<file path="config.mk">
export PLATFORM = sky130hd
export DESIGN_NAME = vfab_controller
export DESIGN_NICKNAME = d
export VERILOG_FILES = /design/src/hw/rtl/vfab_pkg.sv /design/src/hw/rtl/vfab_controller.sv
export SDC_FILE = /design/constraint.sdc
export NUM_CORES = 1
export LEC_CHECK = 0
export BUFFER_PORTS_ARGS = -buffer_cell sky130_fd_sc_hd__buf_2
export CORE_ASPECT_RATIO = 0.8
export CORE_MARGIN = 1.5
export CORE_UTILIZATION = 51
export CTS_CLUSTER_DIAMETER = 30
export DETAILED_ROUTE_END_ITERATION = 8
export GPL_TIMING_DRIVEN = 0
export PLACE_DENSITY = 0.8
export SLEW_MARGIN = 20
export SYNTH_ARGS = -nofsm -noshare
export SYNTH_HDL_FRONTEND = slang
export SYNTH_SLANG_ARGS = --single-unit
</file>
<file path="constraint.sdc">
create_clock -name clk -period 2.4 [get_ports clk]
set_input_delay 0.6 -clock clk [delete_from_list [all_inputs] [get_ports clk]]
set_output_delay 0.6 -clock clk [all_outputs]
set_load 0.03 [all_outputs]
</file>
<file path="src/hw/rtl/vfab_pkg.sv">
// ----------------------------------------------------------------------------
// vfab_pkg
// Types and constants shared by the vertex-to-face adjacency builder.
// ----------------------------------------------------------------------------
package vfab_pkg;

  localparam int MAX_VERTICES  = 1024;
  localparam int MAX_FACES     = 4096;
  localparam int MAX_FACE_SIZE = 16;
  localparam int MAX_VALENCE   = 16;

  localparam int CMD_W   = 2;
  localparam int VTX_W   = 10;
  localparam int FACE_W  = 12;
  localparam int CNT_W   = 13;
  localparam int LEN_W   = 5;
  localparam int STAT_W  = 2;
  localparam int VIDX_W  = $clog2(MAX_VERTICES);
  localparam int SLOT_W  = $clog2(MAX_VALENCE);
  localparam int FB_W    = $clog2(MAX_FACE_SIZE);
  localparam int PAIR_W  = 2 * VTX_W;
  localparam int ENTRY_W = FACE_W + PAIR_W;
  localparam int LM_W    = LEN_W + 1;
  localparam int CM_AW   = VIDX_W + SLOT_W;

  localparam logic [CMD_W-1:0] CMD_CLEAR = 2'd0;
  localparam logic [CMD_W-1:0] CMD_LOAD  = 2'd1;
  localparam logic [CMD_W-1:0] CMD_QUERY = 2'd2;

  localparam logic [STAT_W-1:0] ST_VALID = 2'd0;
  localparam logic [STAT_W-1:0] ST_EMPTY = 2'd1;
  localparam logic [STAT_W-1:0] ST_OVF   = 2'd2;

  typedef struct packed {
    logic              take;
    logic              clr_wr;
    logic [VIDX_W-1:0] clr_addr;
    logic              walk_rd;
    logic              walk_wr;
    logic              walk_done;
    logic              q_cap;
    logic              q_rd;
    logic [SLOT_W-1:0] q_idx;
    logic              q_load;
    logic              q_empty;
    logic              q_last;
  } vfab_ctl_t;

  typedef struct packed {
    logic             close_go;
    logic [LEN_W-1:0] fill;
    logic [LEN_W-1:0] q_len;
    logic             q_none;
    logic             out_free;
  } vfab_sts_t;

endpackage

</file>
<file path="src/hw/rtl/vfab_controller.sv">
// ----------------------------------------------------------------------------
// vfab_controller
// Sequencer for table clearing, face close walks and query readout.
// ----------------------------------------------------------------------------
module vfab_controller (
  input  logic                       clk,
  input  logic                       rst_n,
  input  logic                       in_valid,
  input  logic [vfab_pkg::CMD_W-1:0] in_cmd,
  output logic                       in_ready,
  input  vfab_pkg::vfab_sts_t        sts,
  output vfab_pkg::vfab_ctl_t        ctl
);
  import vfab_pkg::*;

  localparam logic [2:0] S_CLR  = 3'd0;
  localparam logic [2:0] S_IDLE = 3'd1;
  localparam logic [2:0] S_WRD  = 3'd2;
  localparam logic [2:0] S_WWR  = 3'd3;
  localparam logic [2:0] S_QLEN = 3'd4;
  localparam logic [2:0] S_QRD  = 3'd5;
  localparam logic [2:0] S_QOUT = 3'd6;
  localparam logic [2:0] S_QEMP = 3'd7;

  logic [2:0]        state_r, state_nxt;
  logic [VIDX_W-1:0] clr_addr_r, clr_addr_nxt;
  logic [FB_W-1:0]   k_r, k_nxt;
  logic [SLOT_W-1:0] qi_r, qi_nxt;
  logic              q_last;

  assign q_last = (LEN_W'({1'b0, qi_r}) + LEN_W'(1)) == sts.q_len;

  always_comb begin
    state_nxt    = state_r;
    clr_addr_nxt = clr_addr_r;
    k_nxt        = k_r;
    qi_nxt       = qi_r;
    in_ready     = 1'b0;
    ctl          = '0;
    ctl.clr_addr = clr_addr_r;
    ctl.q_idx    = qi_r;
    unique case (state_r)
      S_CLR: begin
        ctl.clr_wr   = 1'b1;
        clr_addr_nxt = clr_addr_r + VIDX_W'(1);
        if (clr_addr_r == VIDX_W'(MAX_VERTICES - 1)) state_nxt = S_IDLE;
      end
      S_IDLE: begin
        in_ready = 1'b1;
        if (in_valid) begin
          ctl.take = 1'b1;
          case (in_cmd)
            CMD_CLEAR: begin
              clr_addr_nxt = '0;
              state_nxt    = S_CLR;
            end
            CMD_LOAD: begin
              if (sts.close_go) begin
                k_nxt     = '0;
                state_nxt = S_WRD;
              end
            end
            CMD_QUERY: state_nxt = S_QLEN;
            default: ;
          endcase
        end
      end
      S_WRD: begin
        ctl.walk_rd = 1'b1;
        state_nxt   = S_WWR;
      end
      S_WWR: begin
        ctl.walk_wr = 1'b1;
        if ((LEN_W'({1'b0, k_r}) + LEN_W'(1)) == sts.fill) begin
          ctl.walk_done = 1'b1;
          state_nxt     = S_IDLE;
        end else begin
          k_nxt     = k_r + FB_W'(1);
          state_nxt = S_WRD;
        end
      end
      S_QLEN: begin
        ctl.q_cap = 1'b1;
        qi_nxt    = '0;
        state_nxt = sts.q_none ? S_QEMP : S_QRD;
      end
      S_QRD: begin
        ctl.q_rd  = 1'b1;
        state_nxt = S_QOUT;
      end
      S_QOUT: begin
        if (sts.out_free) begin
          ctl.q_load = 1'b1;
          ctl.q_last = q_last;
          if (q_last) begin
            state_nxt = S_IDLE;
          end else begin
            qi_nxt    = qi_r + SLOT_W'(1);
            state_nxt = S_QRD;
          end
        end
      end
      S_QEMP: begin
        if (sts.out_free) begin
          ctl.q_empty = 1'b1;
          state_nxt   = S_IDLE;
        end
      end
      default: state_nxt = S_CLR;
    endcase
  end

  always_ff @(posedge clk) begin
    if (!rst_n) begin
      state_r    <= S_CLR;
      clr_addr_r <= '0;
      k_r        <= '0;
      qi_r       <= '0;
    end else begin
      state_r    <= state_nxt;
      clr_addr_r <= clr_addr_nxt;
      k_r        <= k_nxt;
      qi_r       <= qi_nxt;
    end
  end

endmodule

</file>
After elaboration in Yosys (flattened, before gate mapping)
Index checks and enable logic that the tools add are counted.

Logic and storage cells: 76. Bits in registers: 21. Input bits: 18. Output and inout port bits: 25.

Equality and inequality tests: 23. Reduce and logical (&&, ||, !) cells: 9. Mux-type cells: 35. $add $sub $neg: 5.

Operators with widths (count): $mux 4 (6); $pmux 3 s8 (1); $mux 10 (2); $pmux 10 s2 (1); $mux 3 (6); $ne 2x2->1 const B (8); $pmux 4 s2 (2); $mux 1 (13); $eq 3x3->1 const B (4); $add 10x1->10 const B (1); $add 4x1->5 const B (2); $eq 10x10->1 const B (1); $eq 5x5->1 (2); $pmux 3 s3 (1); $add 4x1->4 const B (2); $eq 3x2->1 const B (2); $mux 2 (3); $reduce_and 3->1 (2); $reduce_and 6->1 (1); $reduce_bool 2->1 (3); $reduce_and 5->1 (1); $ne 4x2->1 const B (1); $eq 3x1->1 const B (1); $logic_not 3->1 (1); 5 further kinds (5).

Longest topological paths before layout
Gate-level depths: netlist of the first run.

Depth after elaboration: 5. Depth in mapped cells: 8. Gate-level depth less buffers: 7.

Least setup slack after synthesis of the first run
Ideal clock, no wire load.

Path kind: register to output. Start: reg qi_r[0]. End: out ctl[0] (netlist bit). Cell stages (with the launch flop): 6. Slack: -0.159 ns. Arrival time: 1.959 ns. Data required time: 1.800 ns. Path buffers: 0. Cells stage by stage: dfxtp_1 -> ha_1 -> xor2_1 -> nor4_2 -> nand2_1 -> nor2_1.

RTL lines: from (decl) (RTL line vfab_controller.sv:28) `logic [SLOT_W-1:0] qi_r, qi_nxt;`; from (signal assigned) (RTL line vfab_controller.sv:123) `qi_r <= qi_nxt;`; to (decl) (RTL line vfab_controller.sv:12) `output vfab_pkg::vfab_ctl_t ctl`.

==> out/qor.yml, run 1 <==
outcome:
  outcome: "finished with violations"
  violations: "negative setup slack"
cts:
  path_clk_slew_ns: 0.12
  cts_tree: "done"
  cts_buffer_depth: 2
  clock_sinks: 21
  cts_buffers: 3
  clk_latency_ns: 0.31
  clockRootBuffer: "clkbuf_4"
  htreeDepth: 1
  cts_hold_buffers: 0
place:
  postPlaceCellArea_um2: 1650
  dp_hpwl_um: 2660
  gp_congestion: 0.872
  place_inst: 255
  dpl_worst_slack_ns: -0.137
  io_buffer_count: 42
critical_path:
  cp_data_required_time_ns: 1.80
  path_class: "reg2out"
  critPathLaunchType: "register"
  r2r_end: "state_r[1]$_SDFFE_PN0P_"
  cp.arrival_ns: 1.82
  r2r-start: "k_r[0]$_SDFFE_PN0P_"
  r2r_slack_ns: 0.41
  r2r_cells: 7
  end_kind: "output pin"
  cp_max_fo: 2
power_and_ir_drop:
  ir_drop_mv: 0.358
  swShare: 0.269
  power_mw: 0.613
  internal_power_mw: 0.448
  p_leak_nw: 0.820
  power_frac_seq: 0.575
  comb_power_share: 0.144
  power.switching_mw: 0.165
  clockPowerShare: 0.281
  powerDensity_nw_per_um2: 333
final_layout:
  fin_nets: 254
  final_common_cell: "buf_2"
  drive_gt1_frac: 0.345
  final_cell_mix: "buf_2, nand2_1, nor2_1"
  syn_to_final_growth_pct: 32.9
  design_area_um2: 1840
  antenna_cells: 0
  final_cells: 268
  fin_util: 0.736
sta:
  fin_crit_sh: 1.01
  setup_tns_ns: -0.0161
  rsz0062_at_grt: "true"
  fin_ws_ns: -0.0161
  worstMarginPinSlew_ns: 0.586
  setup_violations: 1
  max_slew_margin: 0.607
  report.final.hold_viol_count: 0
  hold_ws_ns: 0.512
  fmax_mhz: 414
  drv_slew: 0
  min_period_ns: 2.42
  fin_worst_skew_ns: 0.00668
yosys:
  ys_seq_area_frac: 0.304
  synth_top_area_cell: "dfxtp_1"
  synth_top_area_frac: 0.304
  synthFlopType: "dfxtp_1"
  yosysWarningCount: 0
  yosysUniqueCellTypes: 50
  synth_edf_count: 0
  syn_nets: 198
  yosys-top-cells-area: "dfxtp_1, xor2_1, nor2_1, nand2_1, xnor2_1"
  synth_area_um2: 1390
  ys_ff_latch: 21
  postSynthCellCount: 177
  async_flop_share: 0
  synth.avg_cell_area_um2: 7.83
floorplan:
  row_count: 16
  die_h_um: 49.6
  core_area_um2: 2500
  die_width_um: 61.3
  ios: 43
  initial_core_util: 0.553
  die_area_um2: 3040
hold_path:
  hold_start: "clr_addr_r[4]$_SDFFE_PN0P_"
  hold_path_class: "reg2reg"
  hold_depth: 2
  whs_endpoint: "clr_addr_r[4]$_SDFFE_PN0P_"
routing:
  vias_per_cell: 5.85
  routedWlPerCell_um: 14.5
  drc_errors: 0
  routed_wl_um: 3890
  vias: 1569
  drt_iter0_markers: 81
  drtAntennaViolNets: 0
  dr.pass1.iters: 4
job:
  cap_violations: 0
global_route:
  grt_usage: 0.265
  antenna_found_initial: 0
  grt_pass1_vias: 1408
  grt_pass1_wl_um: 6130
  grt_max_degree: 12
  gr-total-overflow: 0
routing by layer:
layer,global-route usage,vias to the layer above,part of all wire
li1,-,760,-
met1,0.343,740,0.42
met2,0.441,61,0.50
met3,0.0604,8,0.065
met4,0.0543,0,0.012
met5,0,-,0
cells in the mapped netlist (all sizes together) (2+ instances only):
master and instances:
a21boi 3, a21oi 6, a31oi 4, and3 4, clkbuf 5, dfxtp 21, ha 3, inv 8
nand2 20, nand2b 3, nand3 7, nand4 4, nand4b 4, nor2 22, nor2b 3, nor3 4
nor3b 2, nor4 3, o21ai 7, o22ai 3, or3 2, xnor2 6, xor2 11
worst max-delay path by stage:
| stage | start | end | slack (ns) | cells past startpoint |
|---|---|---|---|---|
| 2_1_floorplan | qi_r[1]$_SDFFE_PN0P_ | ctl[0] | -0.01 | 5 |
| 6_report | k_r[0]$_SDFFE_PN0P_ | ctl[9] | -0.02 | 6 |
| 5_1_grt | qi_r[1]$_SDFFE_PN0P_ | ctl[0] | -0.10 | 6 |
| 4_1_cts | k_r[1]$_SDFFE_PN0P_ | ctl[9] | -0.11 | 8 |
| 3_3_place_gp | sts[9] | ctl[9] | -0.05 | 8 |
| 3_5_place_dp | sts[9] | ctl[9] | -0.14 | 8 |
worst max-delay path, cell delays in order, from the launching register on:
cell and delay, ns:
dfxtp_4 0.37, ha_4 0.27, xnor2_2 0.10, o211ai_1 0.14, or3_4 0.39, nor2_4 0.10, buf_6 0.13
flip-flops by register name, summed over array words and instances (netlist names):
register and count:
k_r 4, clr_addr_r 10, state_r 3, qi_r 4
final cells by class:
type | count | area (um2)
Timing Repair Buffer | 55 | 320
Inverter | 8 | 30.0
Multi-Input combinational cell | 142 | 971
Buffer | 2 | 7.51
Tap cell | 36 | 45.0
Sequential cell | 21 | 440
Clock buffer | 4 | 26.3
Fill cell | 198 | 662
power groups by stage:
stage          logic [mW]  registers, mW  clock network [mW]
2_1_floorplan      0.0330          0.374                   0
3_3_place_gp       0.0718          0.365                   0
3_5_place_dp       0.0757          0.366                   0
4_1_cts            0.0818          0.355               0.173
5_1_grt            0.0947          0.354               0.197
6_report           0.0883          0.353               0.172
repair_timing:
action,CTS,global route
pin swaps,6,9
setup buffers,7,6
gates resized for setup,16,10
setup endpoints to repair,3,4
logic make-up after synthesis:
kind of cell,count (synthesis),share of synthesized area
fa+ha+maj,3,0.0271
xor+xnor,17,0.107
mux,1,0.00813
compound gates,38,0.196
buf+inv,14,0.0434
simple gates,83,0.314
flops,21,0.304
Note: power is estimated with default switching activity, not from simulation.
==> inputs of run 2 (changes only) <==
- ABC_AREA: default -> 1
- CORE_UTILIZATION: 51 -> 57
- PLACE_DENSITY: 0.8 -> 0.85
- clock period: 2.4 -> 3 ns (I/O delays scaled with it)
==> run 2 against run 1 <==
The flow now finishes without violations. Critical path type unchanged. Sequential share of layout area is 1.7 points lower. Count of clock-buffer cells in the layout is 1 lower. Highest routed layer unchanged. Critical endpoint is now ctl[0]. Clock skew is 0.0058 ns lower. Sequential cell count did not move. Area after synthesis up 16%.
==> out/qor.yml, run 2 <==
cts:
  clk_latency_ns: 0.31
  cts_hold_buffers: 0
  clock_sinks: 21
  cts_tree: "done"
  post-cts-setup-buffer-count: 0
  clockRootBuffer: "clkbuf_4"
  cts_resized: 0
  cts_buffers: 3
  cts_buffer_depth: 2
  path_clk_slew_ns: 0.12
  htreeDepth: 1
critical_path:
  cp.arrival_ns: 1.99
  critPathLaunchType: "register"
  r2r-start: "qi_r[0]$_SDFFE_PN0P_"
  path_class: "reg2out"
  r2r_end: "qi_r[3]$_SDFFE_PN0P_"
  end_kind: "output pin"
  r2r_slack_ns: 1.26
  cp_data_required_time_ns: 2.25
  cp_max_fo: 8
  r2r_cells: 12
floorplan:
  die_h_um: 50.6
  die_area_um2: 3160
  row_count: 17
  die_width_um: 62.5
  initial_core_util: 0.592
  core_area_um2: 2720
  ios: 43
hold_path:
  hold_start: "clr_addr_r[4]$_SDFFE_PN0P_"
  hold_depth: 2
  hold_path_class: "reg2reg"
  whs_endpoint: "clr_addr_r[4]$_SDFFE_PN0P_"
final_layout:
  final_common_cell: "nand2_1"
  antenna_cells: 0
  syn_to_final_growth_pct: 17.4
  fin_nets: 326
  largest_register_ffs: 10
  final_cell_mix: "nand2_1, buf_2, inv_1"
  largest-register: "clr_addr_r"
  largestRegisters: "clr_addr_r x10, k_r x4, qi_r x4"
  drive_gt1_frac: 0.247
global_route:
  antenna_found_initial: 0
  grt_pass1_wl_um: 6210
  grt_usage: 0.241
  grt_max_degree: 13
  gr-total-overflow: 0
  grt_pass1_vias: 1535
yosys:
  synth_area_um2: 1610
  synth.avg_cell_area_um2: 6.23
  async_flop_share: 0
  ys_seq_area_frac: 0.261
  yosys-top-cells-area: "dfxtp_1, nand2_1, nand3_1, inv_1, nor2_1"
  synthFlopType: "dfxtp_1"
  postSynthCellCount: 259
  synth_commonest_cells: "nand2_1, inv_1, nand3_1"
  ys_ff_latch: 21
  synth_edf_count: 0
  syn_nets: 280
  synth.most_common_cell: "nand2_1"
  synth_top_area_cell: "dfxtp_1"
  synth_top_area_frac: 0.261
  yosysWarningCount: 0
  yosysUniqueCellTypes: 33
routing:
  routed_wl_um: 3700
  vias: 1783
  drt_iter0_markers: 88
  vias_per_cell: 5.21
  drtAntennaViolNets: 0
  dr.pass1.iters: 4
  routedWlPerCell_um: 10.8
  drc_errors: 0
power_and_ir_drop:
  p_leak_nw: 0.918
  powerDensity_nw_per_um2: 342
  ir_drop_mv: 0.322
  power_mw: 0.648
sta:
  setup_tns_ns: 0
  setup_violations: 0
  rsz0062_at_grt: "false"
  worstMarginPinSlew_ns: 0.500
  min_period_ns: 2.74
  report.final.hold_viol_count: 0
  fin_worst_skew_ns: 0.000885
  drv_slew: 0
  fmax_mhz: 365
  max_slew_margin: 0.664
  fin_crit_sh: 0.914
  hold_ws_ns: 0.515
job:
  cap_violations: 0
place:
  dp_hpwl_um: 2990
  io_buffer_count: 41
  gp_congestion: 0.898
outcome:
  outcome: "complete, no violations"
## run 2: cell count changes after synthesis, moves of 5 or more
cell / change
inv_1: +28
clkbuf_1: -5
a21oi_1: +11
inv_2: +5
nand2_1: +47
nand3_1: +20
nand4_1: +10
xor2_1: -11
## run 2: kinds of logic (layout without fill, tap and decap cells)
family                   after synthesis  in the layout  share of synthesized area
XOR/XNOR                               2              2                     0.0109
AND/OR/NAND/NOR                      156            156                      0.468
adder cells (fa/ha/maj)                3              3                     0.0233
AO/OA/AOI/OAI                         30             30                      0.116
flip-flops                            21             21                      0.261
buffers and inverters                 47             92                      0.121
## run 2: cell type report
type / count / area, um2
sequential: 21 / 420
multi-input combinational: 191 / 997
clock buffer: 3 / 22.5
fill: 274 / 830
buffer: 5 / 37.5
timing repair buffer: 41 / 205
tap: 38 / 47.5
inverter: 42 / 158
clock inverter: 1 / 5.00
## run 2: worst max-delay path, cell delays in order (launching register included)
cell     delay, ns
dfxtp_1       0.50
ha_1          0.26
inv_1         0.05
nand2_1       0.09
nand2_1       0.06
nand2_1       0.06
nand3_1       0.07
nor2_1        0.15
nand2_1       0.11
nor3_1        0.12
buf_2         0.22
## run 2: report_power, final
part | internal (mW) | switching (mW) | total (mW)
clock | 0.0499 | 0.0896 | 0.139
sequential | 0.291 | 0.0163 | 0.307
combinational | 0.0654 | 0.136 | 0.202
## run 2: per-stage QoR
step                cells  worst slack [ns]  utilization  area (um2)
floorplan             259             0.230            -        1610
global placement      338             0.581        0.685        1870
detailed placement    338             0.573        0.685        1870
CTS                   342             0.266        0.695        1890
global route          342            0.0838        0.695        1890
finish                342             0.258        0.695        1890
## run 2: how the worst max path moves through the flow
| stage | slack [ns] | cells past startpoint | from | endpoint |
|---|---|---|---|---|
| after global routing | 0.08 | 10 | qi_r[0]$_SDFFE_PN0P_ | ctl[0] |
| after detailed placement | 0.57 | 9 | sts[2] | ctl[0] |
| after floorplan | 0.23 | 6 | qi_r[0]$_SDFFE_PN0P_ | ctl[0] |
| after global placement | 0.58 | 9 | sts[2] | ctl[0] |
| final | 0.26 | 10 | qi_r[0]$_SDFFE_PN0P_ | ctl[0] |
| after CTS | 0.27 | 10 | qi_r[0]$_SDFFE_PN0P_ | ctl[0] |
## run 2: per-layer routing
metal  wire, um  vias to the layer above  global-route usage  share of wire
li1           -                      933                   -              -
met1       1800                      790               0.305           0.49
met2       1650                       55               0.418           0.45
met3        227                        5              0.0605          0.061
met4         25                        0              0.0519         0.0068
met5          0                        -                   0              0
